## config.mk

```make
export PLATFORM = sky130hd
export DESIGN_NAME = modular_exponentiation_top
export DESIGN_NICKNAME = d
export VERILOG_FILES = /design/src/sv/modexp_pkg.sv /design/src/sv/modular_exponentiation_top.sv
export SDC_FILE = /design/constraint.sdc
export NUM_CORES = 1
export LEC_CHECK = 0
export ABC_AREA = 1
export BUFFER_PORTS_ARGS = -buffer_cell sky130_fd_sc_hd__buf_2
export CORE_ASPECT_RATIO = 2
export CORE_UTILIZATION = 54
export DETAILED_ROUTE_END_ITERATION = 8
export PLACE_DENSITY_LB_ADDON = 0.25
export SYNTH_ARGS = -nofsm -noshare
export SYNTH_HDL_FRONTEND = slang
export SYNTH_SLANG_ARGS = --single-unit
```

## constraint.sdc

```tcl
create_clock -name clk -period 9.1 [get_ports clk]
set_input_delay 1.365 -clock clk [delete_from_list [all_inputs] [get_ports clk]]
set_output_delay 1.365 -clock clk [all_outputs]
set_load 0.005 [all_outputs]
```

## src/sv/modexp_pkg.sv

```systemverilog
package modexp_pkg;

  localparam int WIDTH = 32;
  localparam int CNT_W = $clog2(WIDTH);

  typedef logic [WIDTH-1:0] word_t;
  typedef logic [CNT_W-1:0] cnt_t;

  // (a + b) mod m for a, b below m; no intermediate value leaves WIDTH bits.
  function automatic word_t add_mod(input word_t a, input word_t b, input word_t m);
    word_t gap;
    gap = m - b;
    if (a >= gap) begin
      add_mod = a - gap;
    end else begin
      add_mod = a + b;
    end
  endfunction

  // One step of the interleaved modular multiplication: double, then add.
  function automatic word_t mul_step(input word_t acc, input word_t addend,
                                     input logic add_en, input word_t m);
    word_t dbl;
    dbl = add_mod(acc, acc, m);
    if (add_en) begin
      mul_step = add_mod(dbl, addend, m);
    end else begin
      mul_step = dbl;
    end
  endfunction

endpackage

```

## src/sv/modular_exponentiation_top.sv

```systemverilog
// Modular exponentiation by left-to-right square-and-multiply. A request is taken when start
// is high and busy is low; the result appears on out_power_result for exactly one cycle with
// out_valid high, and the receiver cannot stall it. All arithmetic runs through one shared
// bit-serial modular multiply step that handles one multiplier bit per cycle. The base is
// first reduced, then every exponent bit costs a squaring and each set bit a further
// multiplication, and busy falls in the cycle after the strobe. With a modulus of zero
// the result is 0 and arrives in the cycle after the request is taken. The modulus is
// written through cfg_wr_en and cfg_wr_data and resets to 1; the user must write it only
// while the block is idle, which the block itself does not enforce.
module modular_exponentiation_top (
  input  logic                     clk,
  input  logic                     rst_n,
  input  logic                     start,
  output logic                     busy,
  input  logic [modexp_pkg::WIDTH-1:0] in_base,
  input  logic [modexp_pkg::WIDTH-1:0] in_exponent,
  output logic                     out_valid,
  output logic [modexp_pkg::WIDTH-1:0] out_power_result,
  input  logic                     cfg_wr_en,
  input  logic [modexp_pkg::WIDTH-1:0] cfg_wr_data
);
  import modexp_pkg::*;

  localparam logic [2:0] ST_IDLE   = 3'd0;
  localparam logic [2:0] ST_REDUCE = 3'd1;
  localparam logic [2:0] ST_SQR    = 3'd2;
  localparam logic [2:0] ST_MUL    = 3'd3;
  localparam logic [2:0] ST_DONE   = 3'd4;

  localparam cnt_t CNT_TOP = cnt_t'(WIDTH - 1);

  logic [2:0] state_r, state_nxt;
  word_t      modulus_r;
  word_t      res_r, res_nxt;
  word_t      base_r, base_nxt;
  word_t      mulacc_r, mulacc_nxt;
  word_t      mulr_r, mulr_nxt;
  word_t      exp_r, exp_nxt;
  cnt_t       bit_cnt_r, bit_cnt_nxt;
  cnt_t       exp_cnt_r, exp_cnt_nxt;

  word_t      addend;
  word_t      step_out;

  // The shared unit; during base reduction the addend is one, so the step builds
  // (2r + bit) mod m one base bit at a time.
  assign addend   = (state_r == ST_REDUCE) ? word_t'(1) : res_r;
  assign step_out = mul_step(mulacc_r, addend, mulr_r[WIDTH-1], modulus_r);

  always_ff @(posedge clk) begin
    if (!rst_n) begin
      modulus_r <= word_t'(1);
    end else if (cfg_wr_en) begin
      modulus_r <= cfg_wr_data;
    end
  end

  always_comb begin
    state_nxt   = state_r;
    res_nxt     = res_r;
    base_nxt    = base_r;
    mulacc_nxt  = mulacc_r;
    mulr_nxt    = mulr_r;
    exp_nxt     = exp_r;
    bit_cnt_nxt = bit_cnt_r;
    exp_cnt_nxt = exp_cnt_r;
    unique case (state_r)
      ST_IDLE: begin
        if (start) begin
          if (modulus_r == '0) begin
            res_nxt   = '0;
            state_nxt = ST_DONE;
          end else begin
            res_nxt     = (modulus_r == word_t'(1)) ? '0 : word_t'(1);
            mulr_nxt    = in_base;
            mulacc_nxt  = '0;
            exp_nxt     = in_exponent;
            bit_cnt_nxt = CNT_TOP;
            exp_cnt_nxt = CNT_TOP;
            state_nxt   = ST_REDUCE;
          end
        end
      end
      ST_REDUCE: begin
        mulacc_nxt  = step_out;
        mulr_nxt    = mulr_r << 1;
        bit_cnt_nxt = bit_cnt_r - cnt_t'(1);
        if (bit_cnt_r == '0) begin
          base_nxt    = step_out;
          mulr_nxt    = res_r;
          mulacc_nxt  = '0;
          bit_cnt_nxt = CNT_TOP;
          state_nxt   = ST_SQR;
        end
      end
      ST_SQR, ST_MUL: begin
        mulacc_nxt  = step_out;
        mulr_nxt    = mulr_r << 1;
        bit_cnt_nxt = bit_cnt_r - cnt_t'(1);
        if (bit_cnt_r == '0) begin
          res_nxt     = step_out;
          mulacc_nxt  = '0;
          bit_cnt_nxt = CNT_TOP;
          if (state_r == ST_SQR && exp_r[WIDTH-1]) begin
            mulr_nxt  = base_r;
            state_nxt = ST_MUL;
          end else if (exp_cnt_r == '0) begin
            state_nxt = ST_DONE;
          end else begin
            exp_nxt     = exp_r << 1;
            exp_cnt_nxt = exp_cnt_r - cnt_t'(1);
            mulr_nxt    = step_out;
            state_nxt   = ST_SQR;
          end
        end
      end
      ST_DONE: begin
        state_nxt = ST_IDLE;
      end
      default: begin
        state_nxt = ST_IDLE;
      end
    endcase
  end

  always_ff @(posedge clk) begin
    if (!rst_n) begin
      state_r <= ST_IDLE;
    end else begin
      state_r <= state_nxt;
    end
  end

  always_ff @(posedge clk) begin
    res_r     <= res_nxt;
    base_r    <= base_nxt;
    mulacc_r  <= mulacc_nxt;
    mulr_r    <= mulr_nxt;
    exp_r     <= exp_nxt;
    bit_cnt_r <= bit_cnt_nxt;
    exp_cnt_r <= exp_cnt_nxt;
  end

  assign busy             = (state_r != ST_IDLE);
  assign out_valid        = (state_r == ST_DONE);
  assign out_power_result = res_r;

`ifndef ASSERT_OFF
  a_busy_after_request: assert property (@(posedge clk) disable iff (!rst_n)
    start && !busy |=> busy)
    else $error("busy did not rise after an accepted request");

  a_single_strobe: assert property (@(posedge clk) disable iff (!rst_n)
    out_valid |=> !out_valid && !busy)
    else $error("result strobe lasted more than one cycle");

  a_result_reduced: assert property (@(posedge clk) disable iff (!rst_n)
    out_valid && (modulus_r != '0) |-> out_power_result < modulus_r)
    else $error("result not reduced below the modulus");

  a_accumulator_reduced: assert property (@(posedge clk) disable iff (!rst_n)
    (state_r == ST_SQR || state_r == ST_MUL) |-> mulacc_r < modulus_r)
    else $error("partial product left the residue range");
`endif

endmodule

```

=== After elaboration in Yosys (flattened, before gate mapping) ===
Cells that the tools add are included.

* Word-level logic and storage cells: 88
* Memory bits (writable): 0
* Latch bits: 0
* Register bits after elaboration: 205
* Bits in read-only memories: 0
* Memories: 0

* Div/mod/pow operators: 0
* Equal/unequal tests: 11
* Shift operators: 0
* Multiplexer cells: 41
* Reduce and logical (&&, ||, !) cells: 17
* $mul: 0
* $lt $le $gt $ge: 2
* Bitwise logic cells: 0
* Add/sub/neg operators: 8

{| class="wikitable"
|+ Operator list
! operator !! number
|-
| $mux 32 || 20
|-
| $pmux 32 s2 || 3
|-
| $sub 32x32->32 || 4
|-
| $pmux 32 s3 || 1
|-
| $add 32x32->32 || 2
|-
| $ge 32x32->1 || 2
|-
| $eq 32x1->1 const B || 1
|-
| $logic_not 32->1 || 1
|-
| $mux 5 || 6
|-
| $pmux 5 s2 || 2
|-
| $mux 3 || 6
|-
| $reduce_and 3->1 || 4
|-
| $logic_not 5->1 || 2
|-
| $ne 2x2->1 const B || 5
|-
| $sub 5x1->5 const B || 2
|-
| $pmux 3 s3 || 1
|-
| $eq 3x2->1 const B || 2
|-
| $reduce_and 6->1 || 1
|-
| $reduce_bool 3->1 || 2
|-
| $reduce_bool 2->1 || 2
|-
| $eq 3x1->1 const B || 1
|-
| $eq 3x3->1 const B || 1
|-
| $logic_not 3->1 || 1
|-
| $reduce_or 3->1 || 1
|-
| other kinds (5) || 6
|}

=== Longest topological paths before layout ===
Gate-level depths: netlist of the first run.

* Word-level depth: 10
* Depth in mapped cells: 52

=== Worst setup path before layout of the first run ===
Ideal clock, no wire load.

* Path type: flip-flop to flip-flop
* Start point: reg mulacc_r[0]
* End point: reg mulr_r[31], data pin
* Setup slack: 1.778 ns
* Data arrival time: 7.058 ns
* Path buffers: 4
* Cell stages (with the launch flop): 44
* Data required time: 8.837 ns
* Path through: edfxtp_1 -> ha_1 -> fa_1 -> o21ai_1 -> a21oi_1 -> o21ai_1 -> a21boi_0 -> o21ai_1 -> a21oi_1 -> o21bai_1 -> a21oi_1 -> o21ai_1 -> a21oi_1 -> o21ai_1 -> nand2_1 -> nand3_1 -> nand2_1 -> ha_1 -> [... 8 more ...] -> clkbuf_1 -> clkbuf_1 -> nand2_1 -> o21ai_0 -> inv_1 -> ha_1 -> a21oi_1 -> o21ai_0 -> a21oi_1 -> nor2_1 -> nor3_2 -> a21boi_4 -> buf_4 -> nand2_1 -> nand3_2 -> nand3_1 -> nand2_1 -> a21oi_2

* Word-level cells in the longest chain between the ends: 10

{| class="wikitable"
|+ RTL lines
! item !! line !! text
|-
| start, declared || modular_exponentiation_top.sv:36 || <nowiki>word_t mulacc_r, mulacc_nxt;</nowiki>
|-
| start signal, assigned || modular_exponentiation_top.sv:137 || <nowiki>mulacc_r <= mulacc_nxt;</nowiki>
|-
| $sub 32x32->32 || modexp_pkg.sv:12 || <nowiki>gap = m - b;</nowiki>
|-
| $sub 32x32->32 / $ge 32x32->1 (equally long branches) || modexp_pkg.sv:14, modexp_pkg.sv:13 ||
|-
| $mux 32 (*) || modexp_pkg.sv:13 || <nowiki>if (a >= gap) begin</nowiki>
|-
| $add 32x32->32, or another cell as far along || modexp_pkg.sv:16 || <nowiki>add_mod = a + b;</nowiki>
|-
| $mux 32 || modexp_pkg.sv:13 ||
|-
| $mux 32 (*) || modexp_pkg.sv:25 || <nowiki>if (add_en) begin</nowiki>
|-
| $mux 32 (*) || modular_exponentiation_top.sv:107 || <nowiki>end else if (exp_cnt_r == '0) begin</nowiki>
|-
| $mux 32 (*) || modular_exponentiation_top.sv:104 || <nowiki>if (state_r == ST_SQR && exp_r[WIDTH-1]) begin</nowiki>
|-
| $mux 32 (*) || modular_exponentiation_top.sv:100 || <nowiki>if (bit_cnt_r == '0) begin</nowiki>
|-
| $pmux 32 s3 (*) || modular_exponentiation_top.sv:67 || <nowiki>unique case (state_r)</nowiki>
|-
| net mulr_nxt[31] || modular_exponentiation_top.sv:37 || <nowiki>word_t mulr_r, mulr_nxt;</nowiki>
|-
| end signal, assigned || modular_exponentiation_top.sv:138 || <nowiki>mulr_r <= mulr_nxt;</nowiki>
|-
| end, declared || modular_exponentiation_top.sv:37 ||
|}

Mark *: on every way through the listed nets, which the timed path passes. The rest lies on a longest branch.
A chain may end at the register's enable or synchronous reset.

=== Worst setup path in the final report of the first run ===
* Start point: reg modulus_r[0]
* End point: reg mulr_r[29], data pin

* Word-level cells in the longest chain between the ends: 10

{| class="wikitable"
|+ RTL lines
! item !! line !! text
|-
| start, declared || modular_exponentiation_top.sv:33 || <nowiki>word_t modulus_r;</nowiki>
|-
| start signal, assigned || modular_exponentiation_top.sv:52 || <nowiki>modulus_r <= word_t'(1);</nowiki>
|-
| start signal, assigned || modular_exponentiation_top.sv:54 || <nowiki>modulus_r <= cfg_wr_data;</nowiki>
|-
| $sub 32x32->32 || modexp_pkg.sv:12 ||
|-
| $sub 32x32->32 / $ge 32x32->1 (equally long branches) || modexp_pkg.sv:14, modexp_pkg.sv:13 ||
|-
| $mux 32 || modexp_pkg.sv:13 ||
|-
| $add 32x32->32, or another cell as far along || modexp_pkg.sv:16 ||
|-
| $mux 32 || modexp_pkg.sv:13 ||
|-
| $mux 32 (*) || modexp_pkg.sv:25 ||
|-
| $mux 32 (*) || modular_exponentiation_top.sv:107 ||
|-
| $mux 32 (*) || modular_exponentiation_top.sv:104 ||
|-
| $mux 32 (*) || modular_exponentiation_top.sv:100 ||
|-
| $pmux 32 s3 (*) || modular_exponentiation_top.sv:67 ||
|-
| net mulr_nxt[29] || modular_exponentiation_top.sv:37 ||
|}

Marked as above.

==> results of run 1 <==
[tightest hold or removal path, delay by kind of cell, from the launching register on]
family           cells  cell delay [ns]
AND/OR/NAND/NOR      2             0.10
flip-flops           1             0.32
[cell type report]
| class | count | area, sq um | share of cell area |
|---|---|---|---|
| multi-input combinational | 2039 | 11700 | 0.558 |
| sequential | 205 | 5810 | 0.277 |
| inverter | 316 | 1190 | 0.0565 |
| timing repair buffer | 167 | 971 | 0.0463 |
| clock buffer | 24 | 558 | 0.0266 |
| tap | 441 | 552 | 0.0263 |
| clock inverter | 15 | 183 | 0.00871 |
| antenna | 5 | 12.5 | 0.000596 |
[per-stage QoR]
| step | area [sq um] | instances | utilization | hold slack [ns] | worst slack [ns] |
|---|---|---|---|---|---|
| after detailed placement | 20200 | 3168 | 0.587 | 0.511 | 0.738 |
| final | 21000 | 3212 | 0.609 | 0.524 | 0.491 |
| after global routing | 21000 | 3212 | 0.609 | 0.547 | 0.0438 |
| after CTS | 21000 | 3207 | 0.608 | 0.526 | 0.672 |
| after global placement | 20200 | 3168 | 0.587 | 0.509 | 0.915 |
| after floorplan | 19000 | 2632 | - | 0.483 | 1.78 |
[metal layers]
| metal | routed length [microns] | vias up |
|---|---|---|
| met1 | 24800 | 8965 |
| li1 | - | 9141 |
| met2 | 34200 | 919 |
| met4 | 5140 | 0 |
| met3 | 4430 | 264 |
| met5 | 0 | - |
[sequential cells by signal, indices dropped and copies added (netlist names)]
register	count
base_r	32
exp_r	32
modulus_r	32
mulacc_r	32
mulr_r	32
out_power_result	32
bit_cnt_r	5
exp_cnt_r	5
state_r	3
[what timing repair did]
action,in CTS,in global routing
hold endpoints to repair,0,0
gates resized for setup,0,1
endpoints found under the setup margin,0,11
[synthesized netlist by cell type, types with 5 or more instances]
| master | n | area, sq um |
|---|---|---|
| nand2_2 | 26 | 163 |
| o21bai_1 | 9 | 67.6 |
| a21oi_2 | 9 | 78.8 |
| o21ai_2 | 7 | 61.3 |
| nor2_1 | 286 | 1070 |
| xor2_1 | 62 | 543 |
| fa_1 | 5 | 100 |
| dfxtp_1 | 35 | 701 |
| nand3b_1 | 14 | 105 |
| o21ai_0 | 122 | 611 |
| xnor2_1 | 57 | 499 |
| clkbuf_1 | 55 | 206 |
| or2_2 | 6 | 37.5 |
| a211oi_1 | 7 | 52.6 |
| nand2_1 | 667 | 2500 |
| inv_1 | 311 | 1170 |
| o221a_2 | 32 | 360 |
| a21o_1 | 13 | 97.6 |
| buf_1 | 7 | 26.3 |
| a221oi_1 | 31 | 272 |
| nand3_2 | 33 | 330 |
| o21ai_1 | 19 | 95.1 |
| edfxtp_1 | 170 | 5100 |
| ha_1 | 157 | 1960 |
| nand3_1 | 141 | 706 |
| nor4_1 | 11 | 68.8 |
| a31oi_1 | 9 | 56.3 |
| nand4_1 | 25 | 156 |
| nand2_4 | 6 | 67.6 |
| a21boi_0 | 7 | 52.6 |
| nor3_1 | 22 | 110 |
| nor2_2 | 5 | 31.3 |
| a21oi_1 | 219 | 1100 |
[kinds of logic after synthesis]
| logic type | Yosys count |
|---|---|
| and+or+nand+nor | 1249 |
| DFF | 205 |
| buffers and inverters | 388 |
| AOI/OAI and AO/OA | 509 |
| adders and majority gates | 162 |
| xor gates and xnor gates | 119 |
[worst min path at each step]
stage / endpoint / cells past startpoint / slack, ns
finish: exp_r[8]$_DFFE_PP_ / 2 / 0.52
global route: state_r[0]$_SDFFE_PN0P_ / 2 / 0.55
CTS: state_r[0]$_SDFFE_PN0P_ / 2 / 0.53
detailed placement: exp_r[8]$_DFFE_PP_ / 2 / 0.51
global placement: state_r[0]$_SDFFE_PN0P_ / 2 / 0.51
floorplan: state_r[0]$_SDFFE_PN0P_ / 2 / 0.48
==> results.json, run 1 <==
{
  "max-slew-margin-rel": 0.268,
  "synth_ff_type": "edfxtp_1",
  "outcome": "finished, final reports clean",
  "std_cell_rows": 96,
  "synth-edff-count": 170,
  "r2r-start": "modulus_r[0]$_SDFFE_PN1P_",
  "track_usage": 0.379,
  "cpPeakStageDelay_ns": 0.63,
  "drtIter0Drc": 1492,
  "wire_per_inst_microns": 21.3,
  "io_buffers": 133,
  "start_util": 0.551,
  "critPathKind": "reg -> reg",
  "num_io_pins": 134,
  "fill_cells": 3223,
  "synthArstFlopShare": 0,
  "cts-root-buf": "clkbuf_16",
  "clock_latency_ns": 0.56,
  "place_hpwl_microns": 54500,
  "synthMuxAreaShare": 0,
  "cpLargestDelayFamily": "compound AO/OA/AOI/OAI gates",
  "cts_tree": "yes",
  "hold_start": "exp_r[7]$_DFFE_PP_",
  "yosysWarnings": 0,
  "synth_top_family_by_area": "simple AND/OR/NAND/NOR gates",
  "synth_xor_area_frac": 0.0549,
  "cpMaxStageDelayCell": "o2111ai_1",
  "final_cell_mix": "nand2_1, inv_1, nor2_1, a21oi_1, edfxtp_1",
  "dr_total_vias": 19300,
  "clock-sinks": 205,
  "crit_fanout": 15,
  "syn_to_final_growth_pct": 10.5,
  "finalSetupTns_ns": 0,
  "end_kind": "flip-flop",
  "grt_antenna_before_repair": 6,
  "arrival_ns": 8.88,
  "drive_above_1_share": 0.125,
  "synth_compound_area_frac": 0.164,
  "use_met1": 0.414,
  "required_ns": 9.38,
  "synth_fp_nets": 2894,
  "finalSetupViolations": 0,
  "die_y_microns": 267,
  "finalHoldViolations": 0,
  "drc": 0,
  "maxSlewViolCount": 0,
  "synthAdderAreaFrac": 0.109,
  "gp_congestion": 1.06,
  "gr-total-overflow": 0,
  "drtAntennaViolNets": 0,
  "core_sq_mm": 0.0345,
  "r2r-end": "mulr_r[29]$_DFFE_PP_",
  "fp.dieW_microns": 135,
  "r2r_slack_ns": 0.49,
  "endpoint": "mulr_r[29]$_DFFE_PP_",
  "skew_ns": 0.0311,
  "use_met3": 0.0360,
  "fmaxAchievable_mhz": 116,
  "grt_max_degree": 68,
  "htree_levels": 1,
  "fin_nets": 3013,
  "busiest_layer": "met2",
  "path_depth": 42,
  "cpMostUsedCell": "nand2_1",
  "cp.buffers_inverters": 2,
  "ys_seq_area_frac": 0.306,
  "grt_pass1_vias": 19100,
  "worst_slew_pin_slew_ns": 1.10,
  "grt_pass1_wl_microns": 103000,
  "fin_crit_sh": 0.946,
  "rsz0062_at_grt": "false",
  "grtUsageMet2": 0.688,
  "start_kind": "flip-flop",
  "syn-cell-area_sq_mm": 0.0190,
  "synth-simple-area-share": 0.286,
  "clkTransAtPathRegs_ns": 0.07,
  "viasPerCell": 6.01,
  "ys_types": 58,
  "synth_cells": 2632,
  "syn_area_per_cell_sq_um": 7.21,
  "layout_min_cycle_time_ns": 8.61,
  "post_cts_buffers": 0,
  "r2r_cells": 42,
  "die_area_sq_mm": 0.0360,
  "drv_cap": 0,
  "cts_buffers": 22,
  "crit_start": "modulus_r[0]$_SDFFE_PN1P_",
  "routed_wl_microns": 68500,
  "postCtsHoldBufs": 0,
  "drtPass1Iterations": 6,
  "ys_ff_latch": 205,
  "hp-class": "reg -> reg",
  "clockBufferDepth": 3,
  "layout_commonest_cell": "nand2_1"
}
Power of run 1 is left out: the tool's default activity adds up to more than one toggle a clock period on the data nets, which glitch-free logic cannot reach.
==> run 2, diff against run 1 <==
--- a/config.mk
+++ b/config.mk
@@ -8,6 +8,7 @@
 export ABC_AREA = 1
 export BUFFER_PORTS_ARGS = -buffer_cell sky130_fd_sc_hd__buf_2
 export CORE_ASPECT_RATIO = 2
+export CORE_MARGIN = 2
 export CORE_UTILIZATION = 54
 export DETAILED_ROUTE_END_ITERATION = 8
 export PLACE_DENSITY_LB_ADDON = 0.25
==> results.json, run 2 (synthesized netlist as in run 1, its figures left out) <==
{
  "outcome": "finished, final reports clean",
  "place_inst": 3167,
  "crit_fanout": 32,
  "rsz0062_at_grt": "false",
  "grt_antenna_before_repair": 5,
  "clockBufferDepth": 3,
  "routed_wl_microns": 67600,
  "die_y_microns": 269,
  "finalHoldViolations": 0,
  "required_ns": 9.40,
  "fmaxAchievable_mhz": 115,
  "start_util": 0.545,
  "fin_nets": 3011,
  "cts-root-buf": "clkbuf_16",
  "layout_min_cycle_time_ns": 8.66,
  "htree_levels": 1,
  "hp-class": "reg -> reg",
  "gp_congestion": 1.03,
  "drive_above_1_share": 0.124,
  "arrival_ns": 8.96,
  "grt_pass1_vias": 19200,
  "grt_pass1_wl_microns": 102000,
  "gr-total-overflow": 0,
  "worst_slew_pin_slew_ns": 1.28,
  "drtPass1Iterations": 6,
  "max-slew-margin-rel": 0.146,
  "place_hpwl_microns": 54000,
  "final_cell_mix": "nand2_1, inv_1, nor2_1, a21oi_1, edfxtp_1",
  "core_sq_mm": 0.0348,
  "maxSlewViolCount": 0,
  "drv_cap": 0,
  "cpLargestDelayFamily": "compound AO/OA/AOI/OAI gates",
  "start_kind": "flip-flop",
  "die_area_sq_mm": 0.0368,
  "finalSetupViolations": 0,
  "fin_crit_sh": 0.952,
  "clock_latency_ns": 0.55,
  "cpPeakStageDelay_ns": 0.43,
  "track_usage": 0.363,
  "grt_max_degree": 68,
  "end_kind": "flip-flop",
  "drc": 0,
  "drtAntennaViolNets": 0,
  "finalSetupTns_ns": 0,
  "cpMostUsedCell": "nand2_1",
  "cts_buffers": 22,
  "design_area_sq_mm": 0.0209,
  "cts_tree": "yes",
  "io_buffers": 133,
  "cp.buffers_inverters": 4,
  "num_io_pins": 134,
  "drtIter0Drc": 1743,
  "std_cell_rows": 97,
  "viasPerCell": 5.93,
  "skew_ns": 0.0225,
  "syn_to_final_growth_pct": 9.98,
  "clkTransAtPathRegs_ns": 0.07,
  "cpMaxStageDelayCell": "nor3_2",
  "layout_commonest_cell": "nand2_1",
  "final_cells": 3215,
  "placed_cell_area_sq_mm": 0.0202,
  "wire_per_inst_microns": 21.0,
  "dr_total_vias": 19100,
  "clock-sinks": 205,
  "critPathKind": "reg -> reg",
  "fp.dieW_microns": 137
}
-- run 2: cell type report --
cell class	count	area, sq um
multi-input cells	2039	11700
well taps	445	557
clock inverters	15	126
fillers	3304	13900
clock buffers	25	562
flip-flops and latches	205	5810
repair buffers	165	918
diodes	5	12.5
inverters	316	1190
-- run 2: repair_timing --
| item | 4_1_cts | 5_1_grt |
|---|---|---|
| setup buffers | 0 | 3 |
| endpoints found under the setup margin | 0 | 3 |
| hold buffers | 0 | 0 |
| gates resized for setup | 0 | 2 |
-- run 2: per-layer routing --
layer  global-route usage  share of wire
met5                    0              0
met4                0.214          0.064
met3               0.0404          0.061
met2                0.645           0.51
met1                0.408           0.36
-- run 2: path summary, 6_finish.rpt --
path | depth (start not counted) | startpoint | end | slack, ns
max reg2reg | 42 | modulus_r[0]$_SDFFE_PN1P_ | mulr_r[3]$_DFFE_PP_ | 0.44
min | 2 | exp_r[13]$_DFFE_PP_ | exp_r[14]$_DFFE_PP_ | 0.53
max | 42 | modulus_r[0]$_SDFFE_PN1P_ | mulr_r[3]$_DFFE_PP_ | 0.44
min reg2reg | 2 | exp_r[13]$_DFFE_PP_ | exp_r[14]$_DFFE_PP_ | 0.53
-- run 2: tightest hold or removal path, stage by stage, from the launching register on --
cell and delay [ns]:
edfxtp_1 0.32, nand2_1 0.05, nand2_1 0.06
-- run 2: metrics by stage --
step	utilization	hold slack, ns	setup slack [ns]
5_1_grt	0.600	0.548	0.0293
3_3_place_gp	0.579	0.509	0.690
3_5_place_dp	0.579	0.515	0.641
4_1_cts	0.598	0.528	0.621
6_report	0.600	0.526	0.436
2_1_floorplan	-	0.483	1.78
Power of run 2 is left out for the same reason.
